--- src/sv/mfs_pkg.sv ---
// ----------------------------------------------------------------------------
// mfs_pkg
// Shared types, constants and helpers of the marker frame sequencer.
// ----------------------------------------------------------------------------
package mfs_pkg;

	// register indexes on the configuration port
	localparam logic [1:0] REG_FRAME_ROWS = 2'd0;
	localparam logic [1:0] REG_FRAME_COLS = 2'd1;
	localparam logic [1:0] REG_THRESHOLD  = 2'd2;
	localparam logic [1:0] REG_KEEP_INTV  = 2'd3;

	localparam int CFG_DATA_BITS = 13;

	// reset values of the registers
	localparam logic [12:0] RST_FRAME_ROWS = 13'd1080;
	localparam logic [12:0] RST_FRAME_COLS = 13'd1920;
	localparam logic [7:0]  RST_THRESHOLD  = 8'd180;
	localparam logic [3:0]  RST_KEEP_INTV  = 4'd3;

	// probe geometry
	localparam int PROBE_COUNT  = 20;
	localparam int PROBE_STEP   = 20;
	localparam int PROBE_OFFSET = 200;
	localparam int PROBE_SPAN   = PROBE_COUNT * PROBE_STEP;

	// gray weights, sum of 30b+59g+11r fits in 15 bits
	localparam int SUM_BITS = 15;
	localparam logic [SUM_BITS-1:0] W_BLUE  = 15'd30;
	localparam logic [SUM_BITS-1:0] W_GREEN = 15'd59;
	localparam logic [SUM_BITS-1:0] W_RED   = 15'd11;
	localparam logic [SUM_BITS-1:0] GRAY_DIV = 15'd100;

	localparam logic [15:0] KEPT_MAX = 16'hFFFF;

	// frame-end queue between front and back
	localparam int QUEUE_DEPTH = 4;
	localparam int QPTR_BITS   = $clog2(QUEUE_DEPTH);

	// encoded phase values on the result
	localparam logic [1:0] PHASE_SEEK  = 2'd0;
	localparam logic [1:0] PHASE_START = 2'd1;
	localparam logic [1:0] PHASE_DATA  = 2'd2;
	localparam logic [1:0] PHASE_END   = 2'd3;

	typedef enum logic [3:0] {
		PH_SEEK  = 4'b0001,
		PH_START = 4'b0010,
		PH_DATA  = 4'b0100,
		PH_END   = 4'b1000
	} phase_t;

	typedef struct packed {
		logic [12:0] frame_rows;
		logic [12:0] frame_cols;
		logic [7:0]  bright_threshold;
		logic [3:0]  keep_interval;
	} cfg_t;

	// queue handshake toward the back end
	typedef struct packed {
		logic valid;
		logic bright;
	} frame_ev_t;

	function automatic logic [1:0] phase_code(input phase_t ph);
		logic [1:0] code;
		code = PHASE_SEEK;
		unique case (ph)
			PH_SEEK:  code = PHASE_SEEK;
			PH_START: code = PHASE_START;
			PH_DATA:  code = PHASE_DATA;
			PH_END:   code = PHASE_END;
			default:  code = PHASE_SEEK;
		endcase
		return code;
	endfunction

	// true when a quarter-offset below 100 is a multiple of five
	function automatic logic is_mult5(input logic [6:0] q);
		logic hit;
		hit = 1'b0;
		for (int k = 0; k < PROBE_COUNT; k++) begin
			if (q == 7'(k * 5)) hit = 1'b1;
		end
		return hit;
	endfunction

endpackage

--- src/sv/marker_frame_sequencer_core.sv ---
// ----------------------------------------------------------------------------
// marker_frame_sequencer_core
// Pixel-stream frame classifier and marker-delimited frame selector.
// ----------------------------------------------------------------------------
// Takes one pixel per clock unless stalled, and gives one result per frame end
// pixel. A pixel crosses a one-stage front end (gray sum and probe test);
// the frame-end result then passes a four-entry event queue and the phase
// machine, which registers it. Pixels never wait on the output side
// directly; the input stalls only while a frame-end pixel sits in the front
// stage and the event queue is full. Configuration may be written while no
// frame-end result is pending.
module marker_frame_sequencer_core #(
	parameter int COORD_BITS = 12
) (
	input  logic                  clk,
	input  logic                  arst_n,
	// configuration write port
	input  logic                  cfg_write,
	input  logic [1:0]            cfg_index,
	input  logic [12:0]           cfg_data,
	// pixel channel
	input  logic                  in_valid,
	output logic                  in_stall,
	input  logic [7:0]            blue,
	input  logic [7:0]            green,
	input  logic [7:0]            red,
	input  logic [COORD_BITS-1:0] pixel_row,
	input  logic [COORD_BITS-1:0] pixel_col,
	input  logic                  frame_end,
	// frame result channel
	output logic                  out_valid,
	input  logic                  out_stall,
	output logic                  frame_bright,
	output logic [1:0]            phase_now,
	output logic                  keep_frame,
	output logic [15:0]           picture_number
);

	mfs_pkg::cfg_t      cfg_q;
	mfs_pkg::frame_ev_t push_ev;
	mfs_pkg::frame_ev_t head;
	logic               q_full;
	logic               pop;

	// configuration registers, each write takes effect on the next clock
	always_ff @(posedge clk or negedge arst_n) begin
		if (!arst_n) begin
			cfg_q.frame_rows       <= mfs_pkg::RST_FRAME_ROWS;
			cfg_q.frame_cols       <= mfs_pkg::RST_FRAME_COLS;
			cfg_q.bright_threshold <= mfs_pkg::RST_THRESHOLD;
			cfg_q.keep_interval    <= mfs_pkg::RST_KEEP_INTV;
		end else if (cfg_write) begin
			unique case (cfg_index)
				mfs_pkg::REG_FRAME_ROWS: cfg_q.frame_rows       <= cfg_data;
				mfs_pkg::REG_FRAME_COLS: cfg_q.frame_cols       <= cfg_data;
				mfs_pkg::REG_THRESHOLD:  cfg_q.bright_threshold <= cfg_data[7:0];
				mfs_pkg::REG_KEEP_INTV:  cfg_q.keep_interval    <= cfg_data[3:0];
				default: ;
			endcase
		end
	end

	// front end: per-pixel probe test and frame flag
	mfs_front #(
		.COORD_BITS(COORD_BITS)
	) u_front (
		.clk       (clk),
		.arst_n    (arst_n),
		.cfg       (cfg_q),
		.in_valid  (in_valid),
		.in_stall  (in_stall),
		.blue      (blue),
		.green     (green),
		.red       (red),
		.pixel_row (pixel_row),
		.pixel_col (pixel_col),
		.frame_end (frame_end),
		.q_full    (q_full),
		.ev        (push_ev)
	);

	// frame-end events decouple the two halves
	mfs_queue u_queue (
		.clk     (clk),
		.arst_n  (arst_n),
		.push_ev (push_ev),
		.full    (q_full),
		.pop     (pop),
		.head    (head)
	);

	// back end: phase machine, decimation and picture index
	mfs_back u_back (
		.clk            (clk),
		.arst_n         (arst_n),
		.cfg            (cfg_q),
		.head           (head),
		.pop            (pop),
		.out_valid      (out_valid),
		.out_stall      (out_stall),
		.frame_bright   (frame_bright),
		.phase_now      (phase_now),
		.keep_frame     (keep_frame),
		.picture_number (picture_number)
	);

endmodule

--- src/sv/mfs_front.sv ---
// ----------------------------------------------------------------------------
// mfs_front
// Accepts pixels, computes the gray sum and probe test, keeps the frame
// flag and posts one bright/dark event per frame end.
// ----------------------------------------------------------------------------
module mfs_front #(
	parameter int COORD_BITS = 12
) (
	input  logic                  clk,
	input  logic                  arst_n,
	input  mfs_pkg::cfg_t         cfg,
	input  logic                  in_valid,
	output logic                  in_stall,
	input  logic [7:0]            blue,
	input  logic [7:0]            green,
	input  logic [7:0]            red,
	input  logic [COORD_BITS-1:0] pixel_row,
	input  logic [COORD_BITS-1:0] pixel_col,
	input  logic                  frame_end,
	input  logic                  q_full,
	output mfs_pkg::frame_ev_t    ev
);

	localparam int RW = (COORD_BITS > 12) ? COORD_BITS : 12;
	localparam int DW = RW + 2;

	logic                          valid_s1;
	logic                          probe_s1;
	logic                          end_s1;
	logic [mfs_pkg::SUM_BITS-1:0]  sum_s1;
	logic                          flag_q;

	logic signed [DW-1:0]          col_d;
	logic                          row_hit;
	logic                          probe;
	logic [mfs_pkg::SUM_BITS-1:0]  sum;
	logic [mfs_pkg::SUM_BITS-1:0]  limit;
	logic                          fail;
	logic                          advance;

	// offset of this column from the first probe column
	assign col_d = $signed(DW'(pixel_col)) + $signed(DW'(mfs_pkg::PROBE_OFFSET))
		- $signed(DW'(cfg.frame_cols[12:1]));
	assign row_hit = (RW'(pixel_row) == RW'(cfg.frame_rows[12:1]));
	assign probe = row_hit && (col_d >= 0) && (col_d < DW'(mfs_pkg::PROBE_SPAN))
		&& (col_d[1:0] == 2'b00) && mfs_pkg::is_mult5(col_d[8:2]);

	assign sum = mfs_pkg::W_BLUE * mfs_pkg::SUM_BITS'(blue)
		+ mfs_pkg::W_GREEN * mfs_pkg::SUM_BITS'(green)
		+ mfs_pkg::W_RED * mfs_pkg::SUM_BITS'(red);

	// gray > thr  <=>  sum >= 100 * (thr + 1)
	assign limit = (mfs_pkg::SUM_BITS'(cfg.bright_threshold) + 15'd1) * mfs_pkg::GRAY_DIV;
	assign fail  = probe_s1 && (sum_s1 < limit);

	assign advance  = !valid_s1 || !end_s1 || !q_full;
	assign in_stall = !advance;

	assign ev.valid  = valid_s1 && end_s1 && !q_full;
	assign ev.bright = flag_q && !fail;

	always_ff @(posedge clk or negedge arst_n) begin
		if (!arst_n) begin
			valid_s1 <= 1'b0;
			flag_q   <= 1'b1;
		end else begin
			if (advance) valid_s1 <= in_valid;
			if (valid_s1 && advance) begin
				if (end_s1) flag_q <= 1'b1;
				else if (fail) flag_q <= 1'b0;
			end
		end
	end

	always_ff @(posedge clk) begin
		if (advance && in_valid) begin
			sum_s1   <= sum;
			probe_s1 <= probe;
			end_s1   <= frame_end;
		end
	end

endmodule

--- src/sv/mfs_queue.sv ---
// ----------------------------------------------------------------------------
// mfs_queue
// Short queue of frame-end events between the front and back ends.
// ----------------------------------------------------------------------------
module mfs_queue (
	input  logic               clk,
	input  logic               arst_n,
	input  mfs_pkg::frame_ev_t push_ev,
	output logic               full,
	input  logic               pop,
	output mfs_pkg::frame_ev_t head
);

	localparam int PB = mfs_pkg::QPTR_BITS;

	logic [mfs_pkg::QUEUE_DEPTH-1:0] mem_q;
	logic [PB-1:0]                   wr_q;
	logic [PB-1:0]                   rd_q;
	logic [PB:0]                     cnt_q;
	logic                            do_pop;

	assign full       = (cnt_q == (PB+1)'(mfs_pkg::QUEUE_DEPTH));
	assign head.valid = (cnt_q != '0);
	assign head.bright = mem_q[rd_q];
	assign do_pop     = pop && head.valid;

	always_ff @(posedge clk or negedge arst_n) begin
		if (!arst_n) begin
			wr_q  <= '0;
			rd_q  <= '0;
			cnt_q <= '0;
		end else begin
			if (push_ev.valid) wr_q <= wr_q + 1'b1;
			if (do_pop) rd_q <= rd_q + 1'b1;
			if (push_ev.valid && !do_pop) cnt_q <= cnt_q + 1'b1;
			else if (!push_ev.valid && do_pop) cnt_q <= cnt_q - 1'b1;
		end
	end

	always_ff @(posedge clk) begin
		if (push_ev.valid) mem_q[wr_q] <= push_ev.bright;
	end

`ifndef SYNTHESIS
	a_no_overflow: assert property (@(posedge clk) disable iff (!arst_n)
		!(push_ev.valid && full)) else $error("push into full queue");
	a_count_bound: assert property (@(posedge clk) disable iff (!arst_n)
		cnt_q <= (PB+1)'(mfs_pkg::QUEUE_DEPTH)) else $error("queue count out of range");
	a_pop_step: assert property (@(posedge clk) disable iff (!arst_n)
		(do_pop && !push_ev.valid) |=> (cnt_q == $past(cnt_q) - 1'b1))
		else $error("pop did not drain an entry");
`endif

endmodule

--- src/sv/mfs_back.sv ---
// ----------------------------------------------------------------------------
// mfs_back
// Phase machine run once per frame end, with the result register.
// ----------------------------------------------------------------------------
module mfs_back (
	input  logic               clk,
	input  logic               arst_n,
	input  mfs_pkg::cfg_t      cfg,
	input  mfs_pkg::frame_ev_t head,
	output logic               pop,
	output logic               out_valid,
	input  logic               out_stall,
	output logic               frame_bright,
	output logic [1:0]         phase_now,
	output logic               keep_frame,
	output logic [15:0]        picture_number
);

	mfs_pkg::phase_t phase_q, phase_d;
	logic [3:0]  dec_q, dec_d, dec_inc;
	logic [15:0] kept_q, kept_d;
	logic        keep_d;
	logic [15:0] pic_d;
	logic        out_valid_q;
	logic        bright_q, keep_q;
	logic [1:0]  phase_out_q;
	logic [15:0] pic_q;

	assign pop = head.valid && (!out_valid_q || !out_stall);
	assign dec_inc = dec_q + 4'd1;

	always_comb begin
		phase_d = phase_q;
		dec_d   = dec_q;
		kept_d  = kept_q;
		keep_d  = 1'b0;
		pic_d   = '0;
		unique case (phase_q)
			mfs_pkg::PH_SEEK: begin
				if (head.bright) phase_d = mfs_pkg::PH_START;
			end
			mfs_pkg::PH_START: begin
				if (!head.bright) begin
					phase_d = mfs_pkg::PH_DATA;
					dec_d   = '0;
				end
			end
			mfs_pkg::PH_DATA: begin
				if (head.bright) begin
					phase_d = mfs_pkg::PH_END;
				end else begin
					if (dec_q == '0) begin
						keep_d = 1'b1;
						pic_d  = kept_q;
						if (kept_q != mfs_pkg::KEPT_MAX) kept_d = kept_q + 16'd1;
					end
					// zero interval behaves as one
					dec_d = (dec_inc >= cfg.keep_interval) ? 4'd0 : dec_inc;
				end
			end
			mfs_pkg::PH_END: phase_d = mfs_pkg::PH_END;
			default: phase_d = mfs_pkg::PH_END;
		endcase
	end

	always_ff @(posedge clk or negedge arst_n) begin
		if (!arst_n) begin
			phase_q     <= mfs_pkg::PH_SEEK;
			dec_q       <= '0;
			kept_q      <= '0;
			out_valid_q <= 1'b0;
		end else begin
			if (pop) begin
				phase_q <= phase_d;
				dec_q   <= dec_d;
				kept_q  <= kept_d;
			end
			if (pop) out_valid_q <= 1'b1;
			else if (!out_stall) out_valid_q <= 1'b0;
		end
	end

	always_ff @(posedge clk) begin
		if (pop) begin
			bright_q    <= head.bright;
			phase_out_q <= mfs_pkg::phase_code(phase_d);
			keep_q      <= keep_d;
			pic_q       <= pic_d;
		end
	end

	assign out_valid      = out_valid_q;
	assign frame_bright   = bright_q;
	assign phase_now      = phase_out_q;
	assign keep_frame     = keep_q;
	assign picture_number = pic_q;

`ifndef SYNTHESIS
	a_keep_in_data: assert property (@(posedge clk) disable iff (!arst_n)
		(out_valid_q && keep_q) |-> (phase_out_q == mfs_pkg::PHASE_DATA))
		else $error("kept frame outside data phase");
	a_pic_zero: assert property (@(posedge clk) disable iff (!arst_n)
		(out_valid_q && !keep_q) |-> (pic_q == '0))
		else $error("picture number on dropped frame");
	a_end_sticks: assert property (@(posedge clk) disable iff (!arst_n)
		(pop && phase_q == mfs_pkg::PH_END) |=> (phase_out_q == mfs_pkg::PHASE_END))
		else $error("left ended phase");
`endif

endmodule

--- config.mk ---
export PLATFORM = sky130hd
export DESIGN_NAME = marker_frame_sequencer_core
export DESIGN_NICKNAME = d
export VERILOG_FILES = /design/src/sv/mfs_pkg.sv /design/src/sv/marker_frame_sequencer_core.sv /design/src/sv/mfs_front.sv /design/src/sv/mfs_queue.sv /design/src/sv/mfs_back.sv
export SDC_FILE = /design/constraint.sdc
export NUM_CORES = 1
export LEC_CHECK = 0
export BUFFER_PORTS_ARGS = -buffer_cell sky130_fd_sc_hd__buf_2
export CAP_MARGIN = 20
export CORE_UTILIZATION = 37
export CTS_BUF_LIST = sky130_fd_sc_hd__clkbuf_4 sky130_fd_sc_hd__clkbuf_8 sky130_fd_sc_hd__clkbuf_16
export CTS_CLUSTER_DIAMETER = 150
export CTS_CLUSTER_SIZE = 30
export DETAILED_ROUTE_END_ITERATION = 8
export PLACE_DENSITY = 0.58
export SETUP_SLACK_MARGIN = 0.15
export SLEW_MARGIN = 5
export SYNTH_ARGS = -nofsm -noshare
export SYNTH_HDL_FRONTEND = slang
export SYNTH_HIERARCHICAL = 1
export SYNTH_SLANG_ARGS = --single-unit
--- constraint.sdc ---
create_clock -name clk -period 4.75 [get_ports clk]
set_clock_uncertainty 0.1 [all_clocks]
set_input_delay 1.1875 -clock clk [delete_from_list [all_inputs] [get_ports clk]]
set_output_delay 1.1875 -clock clk [all_outputs]
set_load 0.02 [all_outputs]
Yosys cells after proc, flatten, opt, wreduce, memory -nomap -nowiden --
Cells that the tools add are included.
Operators by class: add/subtract/negate cells 11, multiply operators 4, $lt $le $gt $ge 7, eq/ne operators 34, mux-type cells 41, bitwise logic cells 3, reduce and logical (&&, ||, !) cells 44
Operators with widths (number):
- $eq A7 B7 Y1 const B | 7
- $eq A7 B6 Y1 const B | 6
- $mux W1 | 27
- $mul A4 B8 Y12 const A | 2
- $mux W4 | 6
- $eq A7 B5 Y1 const B | 3
- $add A16 B1 Y16 const B | 1
- $ne A16 B16 Y1 const B | 1
- $add A13 B14 Y15 | 1
- $add A15 B12 Y15 | 1
- $logic_and A1 B1 Y1 | 15
- $lt A15 B15 Y1 | 1
- $mul A15 B5 Y13 const B | 1
- $eq A7 B4 Y1 const B | 2
- $ge A14 B1 Y1 const B | 1
- $lt A14 B10 Y1 const B | 1
- $mul A6 B8 Y14 const A | 1
- $sub A13 B12 Y14 | 1
- $add A12 B8 Y13 const B | 1
- $eq A12 B12 Y1 | 1
- $pmux W4 S3 | 1
- $reduce_and A2 Y1 | 5
- $add A8 B1 Y9 const B | 1
- $logic_not A1 Y1 | 9
- 34 further kinds | 48
Storage, ports and cells: bits in registers 113, bits of input ports 69, output and inout port bits 22, word-level logic and storage cells 165

Depth between registers and ports, before layout --
depth after elaboration 24, depth in mapped cells 22, depth with buffers taken out 22

Modules after synthesis --
Netlist, hierarchy kept.
Modules (own cells, without submodules):
- mfs_front | times used 1, cells each 590, area an instance 5570.3 um^2, seq. area each 501.7 um^2
- mfs_back | times used 1, cells each 179, area an instance 2145.8 um^2, seq. area each 1227.4 um^2
- marker_frame_sequencer_core | times used 1, cells each 82, area an instance 1441.4 um^2, seq. area each 968.4 um^2
- mfs_queue | times used 1, cells each 39, area an instance 553.0 um^2, seq. area each 295.3 um^2

Worst setup path after synthesis --
No wires, ideal clock.
path type input to register, from input port blue[0], to register u_front/sum_s1[14] (netlist name) (data pin), library setup time 0.258 ns, data arrival time 5.959 ns, required time 4.392 ns, path slack -1.566 ns, stages 21, path buffers 0, cells stage by stage fa_1 > inv_1 > fa_1 > inv_1 > ha_1 > a21o_1 > a21oi_1 > o21ai_0 > a21oi_1 > xnor2_1 > ha_1 > inv_1 > fa_1 > inv_1 > fa_1 > ha_1 > a21o_1 > a31o_2 > and4_1 > o31a_1 > xnor2_1
On the way: longest elaborated chain between the ends 3
RTL lines:
- start, declared | line marker_frame_sequencer_core.sv:24 | input logic [7:0] blue,
- $mul A4 B8 Y12 | line mfs_front.sv:48 | assign sum = mfs_pkg::W_BLUE * mfs_pkg::SUM_BITS'(blue)
- $add A13 B14 Y15 | line mfs_front.sv:49 | + mfs_pkg::W_GREEN * mfs_pkg::SUM_BITS'(green)
- $add A15 B12 Y15 | line mfs_front.sv:50 | + mfs_pkg::W_RED * mfs_pkg::SUM_BITS'(red);
- net u_front.sum (one bit) | line mfs_front.sv:36 | logic [mfs_pkg::SUM_BITS-1:0] sum;
- end signal, assigned | line mfs_front.sv:77 | sum_s1 <= sum;
- end, declared | line mfs_front.sv:30 | logic [mfs_pkg::SUM_BITS-1:0] sum_s1;
The timed path passes the listed nets, and every way through them passes these cells. A chain may end at the register's enable or synchronous reset.

Final worst setup path --
Ends and elaborated chain as after synthesis.

==> flow_metrics.env <==
export IMPL_run_status="complete, but fails checks"
export IMPL_violations="setup timing"
export IMPL_syn_nets=1162
export IMPL_syn_inst=886
export IMPL_netlist_area_um2=9640
export IMPL_finalHoldViolCount=0
export IMPL_total_leakage_power_nw=5.59
export IMPL_final_max_slew_viol_count=0
export IMPL_place_congestion=0.804
export IMPL_drt_pass1_iterations=4
export IMPL_grt_pass1_vias=6736
export IMPL_cts_inserted_buffers=9
export IMPL_max_slew_headroom_pct=30.2
export IMPL_grt_antenna_before_repair=0
export IMPL_setup_violations_final=11
export IMPL_cp_max_fo=3
export IMPL_power_density_nw_per_um2=736
export IMPL_timing_setup_critical_path_class="in -> reg"
export IMPL_layout_worst_path_cycle_share_pct=124
export IMPL_finalWirelength_um=18100
export IMPL_die_height_um=163
export IMPL_pwr_share_comb_pct=73.4
export IMPL_vdd_ir_drop_max_uv=514
export IMPL_fill_cells=2371
export IMPL_clk_pin_slew_ns=0.08
export IMPL_die_w_um=163
export IMPL_post_cts_hold_buffer_count=0
export IMPL_register_area_um2=2940
export IMPL_worst_r2r_cell_count=19
export IMPL_worst_hold_slack_ns=0.398
export IMPL_pin_count=91
export IMPL_grt_first_pass_wirelength_um=31300
export IMPL_clk_root_buffer_cell="sky130_fd_sc_hd__clkbuf_16"
export IMPL_sequentialPowerShare_pct=17.6
export IMPL_max_cap_check_violation_count=0
export IMPL_remaining_overflow_grt=0
export IMPL_core_um2=25400
export IMPL_multi_input_comb_area_um2=6470
export IMPL_final_area_um2=11800
export IMPL_reg2reg_slack_ns=0.40
export IMPL_drt_vias_per_instance=4.73
export IMPL_cts_root_to_sink_buffers=2
export IMPL_die_area_um2=26700
export IMPL_setup_worst_path_end_class="register"
export IMPL_cp_start_kind="input port"
export IMPL_antennaDiodeCount=0
export IMPL_clk_latency_ns=0.36
export IMPL_tritoncts_clock_tree="yes"
export IMPL_start_util_pct=37.9
export IMPL_num_vias=6583
export IMPL_crit_required_ns=4.76
export IMPL_finalPower_mw=8.69
export IMPL_holdPathStages=1
export IMPL_timing_worst_slew_pin_value_ns=1.04
export IMPL_floorplan_rows=58
export IMPL_ant_nets=0
export IMPL_area_growth_syn_to_layout_pct=22.5
export IMPL_drt_drc_violations_left=0
export IMPL_place_area_um2=11100
export IMPL_buffer_ports_inserted=90
export IMPL_grt_max_degree=30
export IMPL_gr_usage_all_layers_pct=14.5
export IMPL_clock_sinks=109
export IMPL_timing_final_crit_period_ns=5.91
export IMPL_htreeDepth=3
export IMPL_critical_path_arrival_ns=5.91
export IMPL_wl_per_cell_um=13.0
export IMPL_power_switching_share_pct=40.1
export IMPL_cell_internal_power_mw=5.21
export IMPL_pwr_share_clk_pct=8.9
export IMPL_initialDrtViolationCount=292
export IMPL_yosys_synthesis_warning_count=6
export IMPL_final_setup_margin_ns=-1.16
export IMPL_drive_gt1_share_pct=30.6
export IMPL_hp_class="reg -> reg"
export IMPL_syn_area_per_cell_um2=10.9
export IMPL_grt_setup_unrepaired="yes"
export IMPL_detailed_place_hpwl_um=14900
export IMPL_max_freq_mhz=169
export IMPL_power_dissipated_by_switching_net_loads_mw=3.48
export IMPL_post_route_util_pct=46.5
export IMPL_finalSetupTns_ns=-8.41
export IMPL_nNetsFinal=1334
## metal layers
metal	wire length [um]	track usage, %
met1	8900	19.7
met2	8640	24.6
met3	402	1.47
met4	191	3.53
met5	0	0
## area by class of cell
cell class	count	area share, %
clock buffers	9	1.91
clock inverters	7	0.710
inverters	150	4.77
multi-input cells	617	54.8
flip-flops and latches	109	24.9
well taps	330	3.50
repair buffers	171	9.44
## registers in the layout, summed over array words and instances (netlist names), 3 cells and up
name and count:
u_back/picture_number 16, cfg_q 36, u_back/kept_q 16, u_front/sum_s1 13, u_back/phase_q 4, u_back/dec_q 4, u_queue/mem_q 4, u_queue/cnt_q 3
## power by group through the flow
stage | sequential [mW] | clock, mW | combinational [mW]
after floorplan | 1.57 | 0 | 3.88
after global placement | 1.54 | 0 | 5.38
after detailed placement | 1.55 | 0 | 5.49
after CTS | 1.53 | 0.801 | 6.12
after global routing | 1.56 | 0.832 | 7.28
final | 1.53 | 0.776 | 6.38
## timing repair
item | CTS | global route
pin swaps | 31 | 17
setup endpoints to repair | 15 | 16
cloned | 0 | 0
buffers inserted | 5 | 4
resized for setup | 37 | 38
## worst max-delay path, cell delays in order
cell	delay, ns
sky130_fd_sc_hd__buf_8	0.10
sky130_fd_sc_hd__fa_1	0.56
sky130_fd_sc_hd__inv_1	0.06
sky130_fd_sc_hd__fa_1	0.52
sky130_fd_sc_hd__inv_1	0.05
sky130_fd_sc_hd__ha_1	0.26
sky130_fd_sc_hd__a21o_1	0.18
sky130_fd_sc_hd__a21oi_4	0.17
sky130_fd_sc_hd__o21ai_2	0.09
sky130_fd_sc_hd__a21oi_2	0.15
sky130_fd_sc_hd__xnor2_1	0.10
sky130_fd_sc_hd__ha_1	0.28
sky130_fd_sc_hd__inv_1	0.04
sky130_fd_sc_hd__fa_1	0.47
sky130_fd_sc_hd__inv_1	0.04
sky130_fd_sc_hd__fa_1	0.52
sky130_fd_sc_hd__ha_4	0.21
sky130_fd_sc_hd__a21o_1	0.15
sky130_fd_sc_hd__a31o_2	0.22
sky130_fd_sc_hd__and4_4	0.17
sky130_fd_sc_hd__o31a_1	0.24
sky130_fd_sc_hd__xnor2_1	0.13
## placed cells by master, fill, tap and decap left out, types with 5 or more instances in the layout
cell type	n
sky130_fd_sc_hd__inv_1	148
sky130_fd_sc_hd__ha_1	123
sky130_fd_sc_hd__buf_2	87
sky130_fd_sc_hd__buf_4	72
sky130_fd_sc_hd__fa_1	70
sky130_fd_sc_hd__dfrtp_1	53
sky130_fd_sc_hd__mux2_2	40
sky130_fd_sc_hd__edfxtp_1	39
sky130_fd_sc_hd__xor2_1	35
sky130_fd_sc_hd__xnor2_1	33
sky130_fd_sc_hd__nand2_1	29
sky130_fd_sc_hd__and2_1	22
sky130_fd_sc_hd__nor2_1	21
sky130_fd_sc_hd__a21oi_1	20
sky130_fd_sc_hd__o21ai_0	17
sky130_fd_sc_hd__dfstp_2	16
sky130_fd_sc_hd__nand3_1	15
sky130_fd_sc_hd__nand2b_1	14
sky130_fd_sc_hd__o21a_1	13
sky130_fd_sc_hd__nor3_1	13
sky130_fd_sc_hd__ha_4	12
sky130_fd_sc_hd__buf_6	11
sky130_fd_sc_hd__clkbuf_16	9
sky130_fd_sc_hd__a21oi_2	9
sky130_fd_sc_hd__nor4_1	7
sky130_fd_sc_hd__a21o_1	7
sky130_fd_sc_hd__or2_2	5
sky130_fd_sc_hd__or4_1	5
sky130_fd_sc_hd__nand4_1	5
sky130_fd_sc_hd__o21ai_2	5
sky130_fd_sc_hd__xnor2_2	5
## stage by stage
stage	cells	setup WS (ns)
2_1_floorplan	886	-1.40
3_3_place_gp	1368	-1.64
3_5_place_dp	1368	-1.70
4_1_cts	1389	-1.20
5_1_grt	1393	-1.34
6_report	1393	-1.16
## worst paths after layout
| check | start | end |
|---|---|---|
| min in group asynchronous | arst_n | cfg_q[36] |
| setup / recovery | blue[0] | u_front/sum_s1[14] |
| max in group asynchronous | arst_n | u_front/flag_q |
| hold reg to reg | u_queue/cnt_q[2] | u_queue/cnt_q[2] |
| hold / removal | u_queue/cnt_q[2] | u_queue/cnt_q[2] |
| setup reg to reg | cfg_q[6] | u_queue/mem_q[2] |
No activity file was read; power rests on OpenSTA's default activity.
